==> src/rtl/msfd_pkg.sv <==
// ----------------------------------------------------------------------------
// msfd_pkg
// types and constants shared by the sync-word deframer
// ----------------------------------------------------------------------------
package msfd_pkg;

  localparam logic [7:0] SYNC_FIRST_RST  = 8'h54;
  localparam logic [7:0] SYNC_SECOND_RST = 8'h42;

  localparam logic [2:0] HDR_LAST_INDEX = 3'd7;

  localparam logic REG_SYNC_FIRST  = 1'b0;
  localparam logic REG_SYNC_SECOND = 1'b1;

  localparam logic KIND_HEADER  = 1'b0;
  localparam logic KIND_PAYLOAD = 1'b1;

  typedef enum logic [1:0] {
    PH_HUNT,
    PH_SYNC1,
    PH_HEADER,
    PH_PAYLOAD
  } phase_t;

  typedef struct packed {
    logic        item_kind;
    logic [7:0]  frame_type;
    logic [7:0]  frame_flags;
    logic [15:0] payload_len;
    logic [31:0] frame_seq;
    logic [7:0]  data_byte;
    logic        last;
  } result_t;

endpackage

==> src/rtl/msfd_if.sv <==
// ----------------------------------------------------------------------------
// msfd channel interfaces
// valid/ready channels for received bytes and deframed items
// ----------------------------------------------------------------------------
interface msfd_in_if;
  logic       valid;
  logic       ready;
  logic [7:0] rx_byte;
  logic       restart;

  modport source (output valid, output rx_byte, output restart, input ready);
  modport sink   (input valid, input rx_byte, input restart, output ready);
endinterface

interface msfd_out_if;
  logic        valid;
  logic        ready;
  logic        item_kind;
  logic [7:0]  frame_type;
  logic [7:0]  frame_flags;
  logic [15:0] payload_len;
  logic [31:0] frame_seq;
  logic [7:0]  data_byte;
  logic        last;

  modport source (output valid, output item_kind, output frame_type, output frame_flags,
                  output payload_len, output frame_seq, output data_byte, output last,
                  input ready);
  modport sink   (input valid, input item_kind, input frame_type, input frame_flags,
                  input payload_len, input frame_seq, input data_byte, input last,
                  output ready);
endinterface

==> src/rtl/magic_sync_frame_deframer_top.sv <==
// ----------------------------------------------------------------------------
// magic_sync_frame_deframer_top
// byte-stream deframer: sync hunt, eight-byte header, payload byte items
// ----------------------------------------------------------------------------
// din carries one received byte per item, plus a restart flag that drops any
// partial frame (its byte is discarded). dout carries one header item per
// frame (type, flags, length, 32-bit sequence) followed by one item per
// payload byte; the final item of a frame has last set.
// Throughput is one byte per cycle while dout is not stalled: the frame state
// and the result register are updated in the same cycle the byte is taken, so
// a result appears on dout in the cycle after the byte that causes it.
// The output register is a single stage; din.ready is high while that stage
// is empty or being drained, so a stalled receiver stalls din only once a
// result is waiting.
// cfg_we/cfg_index/cfg_data write the two sync bytes; write only while idle.
// Reset (rst, synchronous) restores sync bytes 0x54/0x42, empties the output
// stage and returns to sync hunting.
// ----------------------------------------------------------------------------
module magic_sync_frame_deframer_top
  import msfd_pkg::*;
(
  input  logic       clk,
  input  logic       rst,
  input  logic       cfg_we,
  input  logic       cfg_index,
  input  logic [7:0] cfg_data,
  msfd_in_if.sink    din,
  msfd_out_if.source dout
);

  logic [7:0]  sync_first;
  logic [7:0]  sync_second;

  phase_t      phase;
  phase_t      phase_next;
  logic [2:0]  header_index;
  logic [2:0]  header_index_next;
  logic [7:0]  type_hold;
  logic [7:0]  flags_hold;
  logic [15:0] length_hold;
  logic [23:0] seq_hold;
  logic [15:0] bytes_left;
  logic [15:0] bytes_left_next;

  logic        accept;
  logic        res_valid;
  result_t     res;
  result_t     out_reg;
  logic        out_valid;

  logic [7:0]  b;

  assign b        = din.rx_byte;
  assign din.ready = !out_valid || dout.ready;
  assign accept   = din.valid && din.ready;

  always_ff @(posedge clk) begin
    if (rst) begin
      sync_first  <= SYNC_FIRST_RST;
      sync_second <= SYNC_SECOND_RST;
    end else if (cfg_we) begin
      if (cfg_index == REG_SYNC_FIRST) begin
        sync_first <= cfg_data;
      end else begin
        sync_second <= cfg_data;
      end
    end
  end

  // next state
  always_comb begin
    phase_next        = phase;
    header_index_next = header_index;
    bytes_left_next   = bytes_left;
    if (din.restart) begin
      phase_next        = PH_HUNT;
      header_index_next = '0;
      bytes_left_next   = '0;
    end else begin
      case (phase)
        PH_HUNT: begin
          if (b == sync_first) phase_next = PH_SYNC1;
        end
        PH_SYNC1: begin
          if (b == sync_second) begin
            phase_next        = PH_HEADER;
            header_index_next = '0;
          end else if (b != sync_first) begin
            phase_next = PH_HUNT;
          end
        end
        PH_HEADER: begin
          if (header_index == HDR_LAST_INDEX) begin
            header_index_next = '0;
            bytes_left_next   = length_hold;
            phase_next        = (length_hold == '0) ? PH_HUNT : PH_PAYLOAD;
          end else begin
            header_index_next = header_index + 3'd1;
          end
        end
        PH_PAYLOAD: begin
          if (bytes_left <= 16'd1) begin
            bytes_left_next = '0;
            phase_next      = PH_HUNT;
          end else begin
            bytes_left_next = bytes_left - 16'd1;
          end
        end
        default: begin
          phase_next = PH_HUNT;
        end
      endcase
    end
  end

  // result
  always_comb begin
    res_valid       = 1'b0;
    res.item_kind   = KIND_HEADER;
    res.frame_type  = type_hold;
    res.frame_flags = flags_hold;
    res.payload_len = length_hold;
    res.frame_seq   = '0;
    res.data_byte   = '0;
    res.last        = 1'b0;
    if (!din.restart) begin
      case (phase)
        PH_HEADER: begin
          if (header_index == HDR_LAST_INDEX) begin
            res_valid     = 1'b1;
            res.frame_seq = {b, seq_hold};
            res.last      = (length_hold == '0);
          end
        end
        PH_PAYLOAD: begin
          res_valid     = 1'b1;
          res.item_kind = KIND_PAYLOAD;
          res.data_byte = b;
          res.last      = (bytes_left <= 16'd1);
        end
        default: begin
          res_valid = 1'b0;
        end
      endcase
    end
  end

  always_ff @(posedge clk) begin
    if (rst) begin
      phase        <= PH_HUNT;
      header_index <= '0;
      bytes_left   <= '0;
      type_hold    <= '0;
      flags_hold   <= '0;
      length_hold  <= '0;
      seq_hold     <= '0;
    end else if (accept) begin
      phase        <= phase_next;
      header_index <= header_index_next;
      bytes_left   <= bytes_left_next;
      if (!din.restart && phase == PH_HEADER) begin
        case (header_index)
          3'd0:    type_hold          <= b;
          3'd1:    flags_hold         <= b;
          3'd2:    length_hold[7:0]   <= b;
          3'd3:    length_hold[15:8]  <= b;
          3'd4:    seq_hold[7:0]      <= b;
          3'd5:    seq_hold[15:8]     <= b;
          3'd6:    seq_hold[23:16]    <= b;
          default: seq_hold           <= seq_hold;
        endcase
      end
    end
  end

  always_ff @(posedge clk) begin
    if (rst) begin
      out_valid <= 1'b0;
    end else if (accept && res_valid) begin
      out_valid <= 1'b1;
    end else if (dout.ready) begin
      out_valid <= 1'b0;
    end
  end

  always_ff @(posedge clk) begin
    if (accept && res_valid) begin
      out_reg <= res;
    end
  end

  assign dout.valid       = out_valid;
  assign dout.item_kind   = out_reg.item_kind;
  assign dout.frame_type  = out_reg.frame_type;
  assign dout.frame_flags = out_reg.frame_flags;
  assign dout.payload_len = out_reg.payload_len;
  assign dout.frame_seq   = out_reg.frame_seq;
  assign dout.data_byte   = out_reg.data_byte;
  assign dout.last        = out_reg.last;

  a_restart_hunts: assert property (@(posedge clk) disable iff (rst)
    accept && din.restart |=> phase == PH_HUNT)
    else $error("restart did not return to hunting");

  a_stall_blocks_input: assert property (@(posedge clk) disable iff (rst)
    out_valid && !dout.ready |-> !din.ready)
    else $error("input taken while result is stalled");

  a_index_only_in_header: assert property (@(posedge clk) disable iff (rst)
    header_index != '0 |-> phase == PH_HEADER)
    else $error("header index set outside header phase");

  a_payload_count: assert property (@(posedge clk) disable iff (rst)
    phase == PH_PAYLOAD |-> bytes_left != '0)
    else $error("payload phase with no bytes left");

  a_payload_seq_zero: assert property (@(posedge clk) disable iff (rst)
    out_valid && out_reg.item_kind == KIND_PAYLOAD |-> out_reg.frame_seq == '0)
    else $error("payload item carries a sequence number");

endmodule
==> src/flat_wrapper.sv <==
// flat-port wrapper written by rule: the top's interface ports become plain ports
module magic_sync_frame_deframer_top_flat import msfd_pkg::*;
  (clk, rst, cfg_we, cfg_index, cfg_data, din_valid, din_rx_byte, din_restart, din_ready, dout_valid, dout_item_kind, dout_frame_type, dout_frame_flags, dout_payload_len, dout_frame_seq, dout_data_byte, dout_last, dout_ready);
  msfd_in_if din_i ();
  msfd_out_if dout_i ();
  input  logic clk;
  input  logic rst;
  input  logic cfg_we;
  input  logic cfg_index;
  input  logic [7:0] cfg_data;
  input wire logic [$bits(din_i.valid)-1:0] din_valid;
  input wire logic [$bits(din_i.rx_byte)-1:0] din_rx_byte;
  input wire logic [$bits(din_i.restart)-1:0] din_restart;
  output wire logic [$bits(din_i.ready)-1:0] din_ready;
  output wire logic [$bits(dout_i.valid)-1:0] dout_valid;
  output wire logic [$bits(dout_i.item_kind)-1:0] dout_item_kind;
  output wire logic [$bits(dout_i.frame_type)-1:0] dout_frame_type;
  output wire logic [$bits(dout_i.frame_flags)-1:0] dout_frame_flags;
  output wire logic [$bits(dout_i.payload_len)-1:0] dout_payload_len;
  output wire logic [$bits(dout_i.frame_seq)-1:0] dout_frame_seq;
  output wire logic [$bits(dout_i.data_byte)-1:0] dout_data_byte;
  output wire logic [$bits(dout_i.last)-1:0] dout_last;
  input wire logic [$bits(dout_i.ready)-1:0] dout_ready;
  assign din_i.valid = din_valid;
  assign din_i.rx_byte = din_rx_byte;
  assign din_i.restart = din_restart;
  assign din_ready = din_i.ready;
  assign dout_valid = dout_i.valid;
  assign dout_item_kind = dout_i.item_kind;
  assign dout_frame_type = dout_i.frame_type;
  assign dout_frame_flags = dout_i.frame_flags;
  assign dout_payload_len = dout_i.payload_len;
  assign dout_frame_seq = dout_i.frame_seq;
  assign dout_data_byte = dout_i.data_byte;
  assign dout_last = dout_i.last;
  assign dout_i.ready = dout_ready;
  magic_sync_frame_deframer_top u_core (.clk(clk), .rst(rst), .cfg_we(cfg_we), .cfg_index(cfg_index), .cfg_data(cfg_data), .din(din_i), .dout(dout_i));
endmodule
==> config.mk <==
export PLATFORM = sky130hd
export DESIGN_NAME = magic_sync_frame_deframer_top_flat
export DESIGN_NICKNAME = d
export VERILOG_FILES = /design/src/rtl/msfd_pkg.sv /design/src/rtl/msfd_if.sv /design/src/rtl/magic_sync_frame_deframer_top.sv /design/src/flat_wrapper.sv
export SDC_FILE = /design/constraint.sdc
export NUM_CORES = 1
export LEC_CHECK = 0
export BUFFER_PORTS_ARGS = -buffer_cell sky130_fd_sc_hd__buf_2
export CAP_MARGIN = 5
export CELL_PAD_IN_SITES_DETAIL_PLACEMENT = 1
export CELL_PAD_IN_SITES_GLOBAL_PLACEMENT = 1
export CORE_ASPECT_RATIO = 0.7
export CORE_MARGIN = 1.5
export CORE_UTILIZATION = 40
export CTS_CLUSTER_SIZE = 14
export DETAILED_ROUTE_END_ITERATION = 8
export GPL_ROUTABILITY_DRIVEN = 0
export PLACE_DENSITY = 0.74
export SYNTH_ARGS = -nofsm -noshare
export SYNTH_HDL_FRONTEND = slang
export SYNTH_SLANG_ARGS = --single-unit
export TNS_END_PERCENT = 30
==> constraint.sdc <==
create_clock -name clk -period 2.95 [get_ports clk]
set_clock_uncertainty 0.15 [all_clocks]
set_input_delay 0.1475 -clock clk [delete_from_list [all_inputs] [get_ports clk]]
set_output_delay 0.1475 -clock clk [all_outputs]
set_load 0.005 [all_outputs]
== After elaboration in Yosys (flattened, before gate mapping) ==
Cells that the tools add are included.

* Input bits: 23
* Register bits: 168
* Word-level logic and storage cells: 95

* Bitwise operators: 4
* Eq/ne operators: 18
* Mux-type cells: 24
* Magnitude comparators: 1
* Add/subtract/negate cells: 2
* Reduce and logical (&&, ||, !) cells: 26

{| class="wikitable"
|+ Operators by type and width
! cell !! number
|-
| two-way mux 16 bit || 3
|-
| case mux 16 bit (2 select lines) || 1
|-
| AND reduction 3 bit || 9
|-
| == test 8 bit || 2
|-
| less-or-equal comparator 16 x 1 -> 1 bit, second input constant || 1
|-
| logical NOT 16 bit || 1
|-
| subtractor 16 x 1 -> 16 bit, second input constant || 1
|-
| two-way mux 2 bit || 7
|-
| == test 3 bit, second input constant || 4
|-
| inequality test 3 x 2 -> 1 bit, second input constant || 4
|-
| two-way mux 3 bit || 3
|-
| inequality test 8 bit || 1
|-
| case mux 2 bit (4 select lines) || 1
|-
| == test 3 x 2 -> 1 bit, second input constant || 2
|-
| two-way mux 1 bit || 6
|-
| case mux 3 bit (2 select lines) || 1
|-
| nonzero test 3 bit || 2
|-
| AND reduction 5 bit || 1
|-
| == test 2 bit, second input constant || 2
|-
| inequality test 4 x 2 -> 1 bit, second input constant || 1
|-
| inverter 1 bit || 4
|-
| case mux 1 bit (2 select lines) || 2
|-
| AND reduction 2 bit || 2
|-
| adder 3 x 1 -> 3 bit, second input constant || 1
|-
| other kinds (10) || 13
|}

== Depth between registers and ports, before layout ==
Gate-level depths: netlist (run 1).

* Depth after elaboration: 6
* Mapped depth: 9

== Least setup slack after synthesis (run 1) ==
OpenSTA, ideal clock, no wires.

* Kind: register to register
* From: register u_core.header_index[0]
* To: register u_core.bytes_left[7]
* Data arrival time: 2.914 ns
* Path slack: -0.192 ns
* Cell stages (with the launch flop): 7
* Library setup time: 0.078 ns
* Data required time: 2.722 ns
* Period minus slack after synthesis: 3.142 ns
* Buffers on the path: 0
* Path through: dfxtp_1 -> ha_1 -> ha_1 -> o2111ai_1 -> inv_1 -> nand2_1 -> o22ai_1

* Cells in the longest elaborated chain, start to end: 3

{| class="wikitable"
|+ Ends and longest elaborated chain
! element !! RTL line !! text
|-
| from (decl) || magic_sync_frame_deframer_top.sv:36 || <nowiki>logic [2:0] header_index;</nowiki>
|-
| from (signal assigned) || magic_sync_frame_deframer_top.sv:159 || <nowiki>header_index <= header_index_next;</nowiki>
|-
| == test 3 bit || magic_sync_frame_deframer_top.sv:93 || <nowiki>if (header_index == HDR_LAST_INDEX) begin</nowiki>
|-
| inequality test 3 x 2 -> 1 bit (no source line) || -- ||
|-
| AND reduction 3 bit (no source line) || -- ||
|-
| to (signal assigned) || magic_sync_frame_deframer_top.sv:160 || <nowiki>bytes_left <= bytes_left_next;</nowiki>
|-
| to (decl) || magic_sync_frame_deframer_top.sv:42 || <nowiki>logic [15:0] bytes_left;</nowiki>
|}

No other way between the ends.
A chain may end at the register's enable or synchronous reset.

== Final worst setup path (run 1) ==
* From: register u_core.bytes_left[8]
* To: register u_core.phase[0]

* Cells in the longest elaborated chain, start to end: 3

{| class="wikitable"
|+ Ends and longest elaborated chain
! element !! RTL line !! text
|-
| less-or-equal comparator 16 x 1 -> 1 bit || magic_sync_frame_deframer_top.sv:102 || <nowiki>if (bytes_left <= 16'd1) begin</nowiki>
|-
| inequality test 3 x 2 -> 1 bit (no source line) || -- ||
|-
| AND reduction 5 bit (no source line) || -- ||
|-
| to (signal assigned) || magic_sync_frame_deframer_top.sv:158 || <nowiki>phase <= phase_next;</nowiki>
|-
| to (decl) || magic_sync_frame_deframer_top.sv:34 || <nowiki>phase_t phase;</nowiki>
|}

No other way between the ends.

==> results of run 1 <==
-- power groups by stage --
stage               clock network (uW)  registers, uW  logic, uW
CTS                               2340           2430        156
global placement                     0           2480        138
detailed placement                   0           2480        142
floorplan                            0           2480       90.1
global route                      2420           2430        172
finish                            2300           2430        158
-- worst max-delay path: stages, from the launching register on --
cell and delay, ps:
dfxtp_1 330, or4_1 660, or4_4 480, o41a_1 410, or3_1 380, o221a_2 270
-- timing repair --
item	4_1_cts	5_1_grt
setup endpoints to repair	0	0
hold buffers	13	0
endpoints found under the hold margin	20	0
-- Yosys cell counts (2+ instances only) --
| master | count |
|---|---|
| nor3_1 | 5 |
| nor4_1 | 10 |
| or4_1 | 7 |
| buf_2 | 3 |
| inv_1 | 12 |
| and2_1 | 43 |
| o41a_1 | 2 |
| edfxtp_1 | 74 |
| nand2b_1 | 3 |
| o21ai_0 | 9 |
| a22oi_1 | 14 |
| mux2i_1 | 24 |
| or3b_2 | 2 |
| o22ai_1 | 3 |
| xor2_1 | 3 |
| nand3_1 | 52 |
| o211ai_1 | 6 |
| nor4b_1 | 2 |
| nor2_1 | 40 |
| nor2b_1 | 4 |
| nand4b_1 | 2 |
| ha_1 | 8 |
| clkbuf_1 | 37 |
| dfxtp_1 | 94 |
| xnor2_1 | 18 |
| a31oi_1 | 2 |
| nand2_1 | 82 |
| a21oi_1 | 55 |
| nand3b_1 | 2 |
| nand4_1 | 3 |
-- stage by stage --
stage          area (sq um)  power (uW)  hold WS (ps)  instances
2_1_floorplan          6830        2570           121        646
3_3_place_gp           7580        2620           251        942
3_5_place_dp           7580        2620           250        942
4_1_cts                8320        4920          2.67        987
5_1_grt                8320        5030          12.8        987
6_report               8320        4890          11.6        987
-- state kept, by name, indices dropped and copies added (netlist names) --
| name | cells |
|---|---|
| u_core.sync_second | 8 |
| u_core.seq_hold | 24 |
| u_core.dout.item_kind | 1 |
| u_core.dout.frame_type | 8 |
| u_core.phase | 2 |
| u_core.length_hold | 16 |
| u_core.dout.payload_len | 16 |
| u_core.header_index | 3 |
| u_core.dout.frame_flags | 8 |
| u_core.sync_first | 8 |
| u_core.dout.valid | 1 |
| u_core.flags_hold | 8 |
| u_core.dout.frame_seq | 32 |
| u_core.bytes_left | 16 |
| u_core.type_hold | 8 |
| u_core.dout.last | 1 |
| u_core.dout.data_byte | 8 |
-- area by class of cell --
cell class,instances,area (sq um)
Fill cell,1844,8170
Sequential cell,168,4100
Multi-Input combinational cell,423,2510
Timing Repair Buffer,127,766
Clock buffer,18,429
Tap cell,225,282
Clock inverter,14,183
Inverter,12,48.8
-- metal layers --
layer	vias to the layer above	part of all wire, %
li1	2494	-
met1	2637	46
met2	134	47
met3	25	5.0
met4	0	1.6
met5	-	0
-- kinds of logic after synthesis --
group | share of synthesized area, %
simple gates | 19.5
flops | 60.1
compound gates | 9.38
buf+inv | 3.30
mux | 3.52
xor+xnor | 2.69
fa+ha+maj | 1.47
-- how the worst max path moves through the flow --
stage | endpoint | slack (ps)
global placement | u_core.phase[0] | 250
floorplan | u_core.bytes_left[7] | 4
CTS | u_core.phase[0] | 180
global route | u_core.phase[0] | 110
finish | u_core.phase[0] | 160
detailed placement | u_core.phase[0] | 190
==> flow_summary.toml, run 1 <==
[power]
leakagePower_uw = 0.00304
power_frac_seq_pct = 49.7
ir_drop_mv = 0.326
power_frac_clock_pct = 47.1
intPower_uw = 3880
switchingPower_uw = 1010
power.density_nw_per_um2 = 588
pwr-share-comb_pct = 3.2
p_sw_share_pct = 20.6

[sta]
max_slew_margin_pct = 41.7
finalSetupViolations = 0
clock.fmax_mhz = 359
setup_tns_ps = 0
rsz0062_at_grt = "no"
hold_viol_final = 0
final_max_slew_viol_count = 0
fin_ws_ps = 161
worst_slew_pin_slew_ps = 866
fin_crit_sh_pct = 94.5
period_minus_slack_ps = 2790

[min_path]
whs_path_depth = 3
hold_start = "din_rx_byte[5]"
hold_path_class = "input port to flip-flop"
min_to = "u_core.length_hold[13]"

[yosys]
ys_seq_area_share_pct = 60.1
synthCells = 646
syn_area_sq_um = 6830
ys_async_sr_fraction_pct = 0
synth_edf_count = 74
synth_top_area_share_pct = 32.5
synth.largest_area_cell = "edfxtp_1"
ys_top_cells_by_area = "edfxtp_1 33%, dfxtp_1 28%, nand2_1 4.5%"
yosys_warnings = 0
synth_seq_cells = 168
synth_nets = 677
yosysUniqueCellTypes = 55
synth_ff_type = "dfxtp_1"
syn_avg_cell_area_sq_um = 10.6

[routing]
wl_microns = 19100
drc_errors = 0
vias = 5290
viasPerCell = 5.36
ant_nets = 0
first_iter_violations = 304
wl_per_cell_microns = 19.3
first_pass_iters = 4

[grt]
grt_pass1_vias = 5551
grt-ovfl-total = 0
grt_usage_pct = 22.3
grt_pass1_wl_microns = 30600
grt_max_degree = 53
antenna_found_initial = 0
grt_busiest_layer = "met2"
use_met2_pct = 35.5
use_met3_pct = 4.95
use_met1_pct = 30.0

[place]
portBuffers = 98
place_ws_ps = 185
hpwl_microns = 13300

[critical_path]
crit_start = "u_core.bytes_left[8]"
cp-end-kind = "flip-flop"
r2r-end = "u_core.phase[0]"
path_class = "flip-flop to flip-flop"
start_kind = "flip-flop"
r2r_cells = 5
required_ps = 3120
reg2reg_slack_ps = 160
cp.arrival_ps = 2960
cp_max_fo = 6
worstReg2RegStart = "u_core.bytes_left[8]"

[die]
dieArea_sq_um = 17900
rows = 39
initial_core_util_pct = 41.4
die_h_microns = 112
ios = 99
die_w_microns = 159
core_sq_um = 16500

[cells_and_area]
nets = 780
area_growth_pct = 21.8
layout_common_cells = "98 x buf_2, 94 x dfxtp_1, 82 x nand2_1"
fin_util_pct = 50.4
drive_above_1_share_pct = 19.9
layout.cells.most_common = "buf_2"
antenna_cells = 0

[clock_network]
clock_sinks = 168
cts_setup_buffers = 0
htree_levels = 4
cts-root-buf = "clkbuf_16"
clk_pin_slew_ps = 60
cts.path.max_buffers = 2
cts_tree = "built"
clock_latency_ps = 430
numCtsBuffers = 17
post_cts_resized = 0

[run_status]
status = "completed"

[flow_run]
cap_violations = 0
Power figures use the tool's default switching activity.
==> inputs of run 2 (changes only) <==
- CORE_MARGIN: 1.5 -> not set
==> run 2 against run 1 <==
Via count is essentially flat. Register-to-register slack improved by 30 ps. First-iteration DRC count is 1.3% lower. Hold slack got worse by 4.6 ps. Sequential share of layout area increased by 0.40 points. Non-clock buffer count is 1 higher. Die area shrank 1.5%. Core utilization shrank 0.40 points. Critical endpoint unchanged.
==> flow_summary.toml, run 2 (synthesized netlist as in run 1, its figures left out) <==
[power]
power_frac_seq_pct = 51.9
power_frac_clock_pct = 44.7
leakagePower_uw = 0.00301
switchingPower_uw = 1050
p_sw_share_pct = 22.5
intPower_uw = 3630
power.density_nw_per_um2 = 567
ir_drop_mv = 0.383
pwr-share-comb_pct = 3.4

[grt]
grt_pass1_wl_microns = 29000
antenna_found_initial = 0
grt_usage_pct = 22.1
grt_pass1_vias = 5391
grt_max_degree = 78
grt-ovfl-total = 0

[clock_network]
numCtsBuffers = 17
clock_sinks = 168
cts_tree = "built"
post_cts_resized = 0
htree_levels = 4
cts.path.max_buffers = 2
clock_latency_ps = 430
cts-root-buf = "clkbuf_16"
clk_pin_slew_ps = 60

[critical_path]
critPathTopFamily = "simple AND/OR/NAND/NOR gates"
worstPathBufferInverterCount = 0
start_kind = "flip-flop"
path_class = "flip-flop to flip-flop"
cp.arrival_ps = 2930
required_ps = 3120
cp-end-kind = "flip-flop"
cp_slowest_stage_delay_ps = 640
slowest_stage = "or4_1"
crit_chain = "or4_1 -> or4_4 -> o41a_1 -> or3_1 -> o221a_2"
cp_max_fo = 6

[routing]
wl_microns = 18700
wl_per_cell_microns = 18.9
first_pass_iters = 4
vias = 5291
first_iter_violations = 300
ant_nets = 0
drc_errors = 0
viasPerCell = 5.36

[die]
die_w_microns = 158
core_sq_um = 16500
die_h_microns = 111
dieArea_sq_um = 17600
initial_core_util_pct = 41.4
ios = 99
rows = 39

[run_status]
status = "completed"

[cells_and_area]
drive_above_1_share_pct = 20.1
layout_common_cells = "98 x buf_2, 94 x dfxtp_1, 82 x nand2_1"
area_growth_pct = 20.9
nets = 781
largest_register_ffs = 32
design_area_sq_um = 8250
layout.cells.most_common = "buf_2"
antenna_cells = 0

[sta]
period_minus_slack_ps = 2750
max_slew_margin_pct = 45.0
rsz0062_at_grt = "no"
final_max_slew_viol_count = 0
finalSetupViolations = 0
fin_crit_sh_pct = 93.4
hold_viol_final = 0
worst_slew_pin_slew_ps = 825
setup_tns_ps = 0
clock.fmax_mhz = 363

[place]
hpwl_microns = 12700
place_area_sq_um = 7540
portBuffers = 98

[min_path]
hold_path_class = "input port to flip-flop"

[flow_run]
cap_violations = 0
-- run 2: final timing paths --
kind | cells past startpoint | startpoint | slack, ps | end
max | 5 | u_core.bytes_left[8] | 200 | u_core.phase[0]
min | 3 | din_rx_byte[5] | 7 | u_core.type_hold[5]
max reg2reg | 5 | u_core.bytes_left[8] | 200 | u_core.phase[0]
min reg2reg | 0 | u_core.type_hold[0] | 280 | u_core.dout.frame_type[0]
-- run 2: cell type report --
type,count,area [sq um]
Fill cell,1881,8240
Tap cell,225,282
Multi-Input combinational cell,423,2510
Inverter,12,48.8
Sequential cell,168,4100
Timing Repair Buffer,128,753
Clock buffer,20,467
Clock inverter,12,91.3
-- run 2: routing by layer --
metal  global-route usage (%)  vias up  share of wire [%]
met3                     4.34       32                4.5
met1                     29.7     2610                 47
met4                     8.46        0                2.0
met2                     34.9      153                 47
li1                         -     2496                  -
met5                        0        -                  0
-- run 2: worst register-to-register path: stages (launching register included) --
cell and delay [ps]:
dfxtp_1 340, or4_1 640, or4_4 480, o41a_1 410, or3_1 380, o221a_2 260
-- run 2: power by group through the flow --
stage               logic (uW)  clock network (uW)  registers (uW)
floorplan                 90.1                   0            2480
global placement           136                   0            2480
detailed placement         142                   0            2480
CTS                        158                2130            2430
global route               172                2220            2430
finish                     158                2090            2430
-- run 2: metrics by stage --
step | setup WS, ps | std cells | total power (uW) | util, % | hold slack [ps]
floorplan | 3.79 | 646 | 2570 | - | 121
global placement | 253 | 941 | 2620 | 45.7 | 252
detailed placement | 213 | 941 | 2620 | 45.7 | 258
CTS | 210 | 988 | 4720 | 50.0 | 0.240
global route | 136 | 988 | 4820 | 50.0 | 21.1
finish | 196 | 988 | 4680 | 50.0 | 7.00
-- run 2: timing repair --
action / 4_1_cts / 5_1_grt
hold buffers: 15 / 0
buffers inserted: 0 / 0
endpoints found under the hold margin: 24 / 0
==> inputs of run 3 (changes only) <==
- ABC_AREA: not set -> 1
- CORE_UTILIZATION: 40 -> 39
- PLACE_DENSITY: 0.74 -> 0.84
==> run 3 against run 2 <==
Cell count is 11% higher. Total power rose by 10%. Largest cell class unchanged. Sequential power increased by 2%. Critical path depth is 7 higher. Synthesized cell count is 14% higher. Wire length is 3.3% higher. Hold slack gained 4.8 ps. Combinational power up 96%. Register-to-register slack improved by 470 ps. First-iteration DRC count is 7.3% higher. Setup slack better by 470 ps. Non-clock buffer count is 8 lower.
==> flow_summary.toml, run 3 <==
[routing]
wl_per_cell_microns = 17.6
viasPerCell = 5.08
drc_errors = 0
ant_nets = 0
first_pass_iters = 4
first_iter_violations = 322
vias = 5582
wl_microns = 19300

[sta]
rsz0062_at_grt = "no"
timing.hold.ws_ps = 11.8
setup_tns_ps = 0
fin_crit_sh_pct = 77.3
period_minus_slack_ps = 2280
final_max_slew_viol_count = 0
worst_slew_pin_slew_ps = 680
hold_viol_final = 0
max_slew_margin_pct = 54.7
clock.fmax_mhz = 438
finalSetupViolations = 0

[power]
ir_drop_mv = 0.306
leakagePower_uw = 0.00348
power_uw = 5160
power.density_nw_per_um2 = 611

[critical_path]
cp_max_fo = 15
required_ps = 3170
cp.arrival_ps = 2500
path_class = "flip-flop to flip-flop"
slowest_stage = "nand2_1"
critPathTopFamily = "simple AND/OR/NAND/NOR gates"
crit_chain = "inv_1 -> ha_1 -> o21ai_0 -> nor2_1 -> nand2_1 -> nand2_1 -> inv_1 -> nand2_1 -> nand3_1 -> nand2_1 -> nand2_1 -> nor2_1"
cp-end-kind = "flip-flop"
cp_slowest_stage_delay_ps = 380
start_kind = "flip-flop"
path_common_cell = "nand2_1"
worstPathBufferInverterCount = 2

[run_status]
status = "completed"

[flow_run]
cap_violations = 0

[cells_and_area]
layout_common_cells = "119 x nand2_1, 101 x nor2_1, 98 x buf_2"
antenna_cells = 0
design_area_sq_um = 8440
layout.cells.most_common = "nand2_1"
drive_above_1_share_pct = 19.1
area_growth_pct = 21.3
nets = 885
largest_register_ffs = 32
fin_util_pct = 48.7

[yosys]
synth_nets = 769
synth_edf_count = 74
ys_top_cells_by_area = "edfxtp_1 32%, dfxtp_1 27%, nand2_1 6.4%"
syn_area_sq_um = 6960
ys_async_sr_fraction_pct = 0
syn_avg_cell_area_sq_um = 9.43
synthCells = 738
yosys_warnings = 0
ys_seq_area_share_pct = 59.0
synth_common_cells = "119 x nand2_1, 101 x nor2_1, 94 x dfxtp_1, 78 x inv_1, 75 x o21ai_0"
synth_top_area_share_pct = 31.9
yosysMostFrequentCell = "nand2_1"
synth_ff_type = "dfxtp_1"
yosysUniqueCellTypes = 32
synth.largest_area_cell = "edfxtp_1"
synth_seq_cells = 168

[clock_network]
cts_setup_buffers = 0
cts.path.max_buffers = 2
clk_pin_slew_ps = 70
cts_tree = "built"
htree_levels = 4
cts-root-buf = "clkbuf_16"
clock_sinks = 168
clock_latency_ps = 430
numCtsBuffers = 17

[die]
initial_core_util_pct = 40.2
rows = 40
die_h_microns = 114
dieArea_sq_um = 18400
ios = 99
die_w_microns = 162
core_sq_um = 17300

[grt]
grt_busiest_layer = "met2"
grt-ovfl-total = 0
use_met3_pct = 3.78
use_met1_pct = 29.2
grt_max_degree = 77
grt_pass1_wl_microns = 30700
grt_pass1_vias = 5702
grt_usage_pct = 22.0
use_met2_pct = 36.4
antenna_found_initial = 0

[place]
hpwl_microns = 12500
place_area_sq_um = 7640
portBuffers = 98

[min_path]
hold_path_class = "input port to flip-flop"
[run 3: worst paths after layout]
path / startpoint / slack [ps] / to / depth (start not counted)
min: cfg_we / 10 / u_core.sync_first[6] / 4
max: u_core.bytes_left[0] / 670 / u_core.phase[1] / 12
max reg2reg: u_core.bytes_left[0] / 670 / u_core.phase[1] / 12
min reg2reg: u_core.type_hold[4] / 270 / u_core.dout.frame_type[4] / 0
[run 3: repair_timing]
item,4_1_cts,5_1_grt
resized for setup,0,0
endpoints found under the setup margin,0,0
hold endpoints to repair,24,0
hold buffers,17,0
[run 3: power by group]
| part | switching, uW | internal [uW] |
|---|---|---|
| Combinational | 209 | 99.7 |
| Sequential | 27.8 | 2460 |
| Clock | 1060 | 1310 |
[run 3: layout make-up]
class,count,area [sq um]
repair buffers,120,723
clock inverters,15,199
flip-flops and latches,168,4100
fillers,2004,8880
well taps,231,289
multi-input cells,456,2350
inverters,91,349
clock buffers,17,425
[run 3: per-stage QoR]
stage | setup WS, ps | cells
2_1_floorplan | 959 | 738
3_3_place_gp | 832 | 1049
3_5_place_dp | 782 | 1049
4_1_cts | 677 | 1098
5_1_grt | 433 | 1098
6_report | 669 | 1098
[run 3: worst register-to-register path, stage by stage, from the launching register on]
cell	delay (ps)
dfxtp_1	350
inv_1	110
ha_1	210
o21ai_0	100
nor2_1	170
nand2_1	70
nand2_1	380
inv_1	140
nand2_1	100
nand3_1	110
nand2_1	90
nand2_1	70
nor2_1	140
[run 3: routing by layer]
metal / wire [microns] / up-vias
met5: 0 / -
met1: 8950 / 2734
met4: 347 / 0
met3: 843 / 30
met2: 9160 / 155
li1: - / 2663
[run 3: cell families after synthesis]
group,count (synthesis),share of synthesized area (%)
AO/OA/AOI/OAI,171,13.2
XOR/XNOR,22,2.77
adder cells (fa/ha/maj),8,1.44
buffers and inverters,114,7.26
flip-flops,168,59.0
AND/OR/NAND/NOR,255,16.4
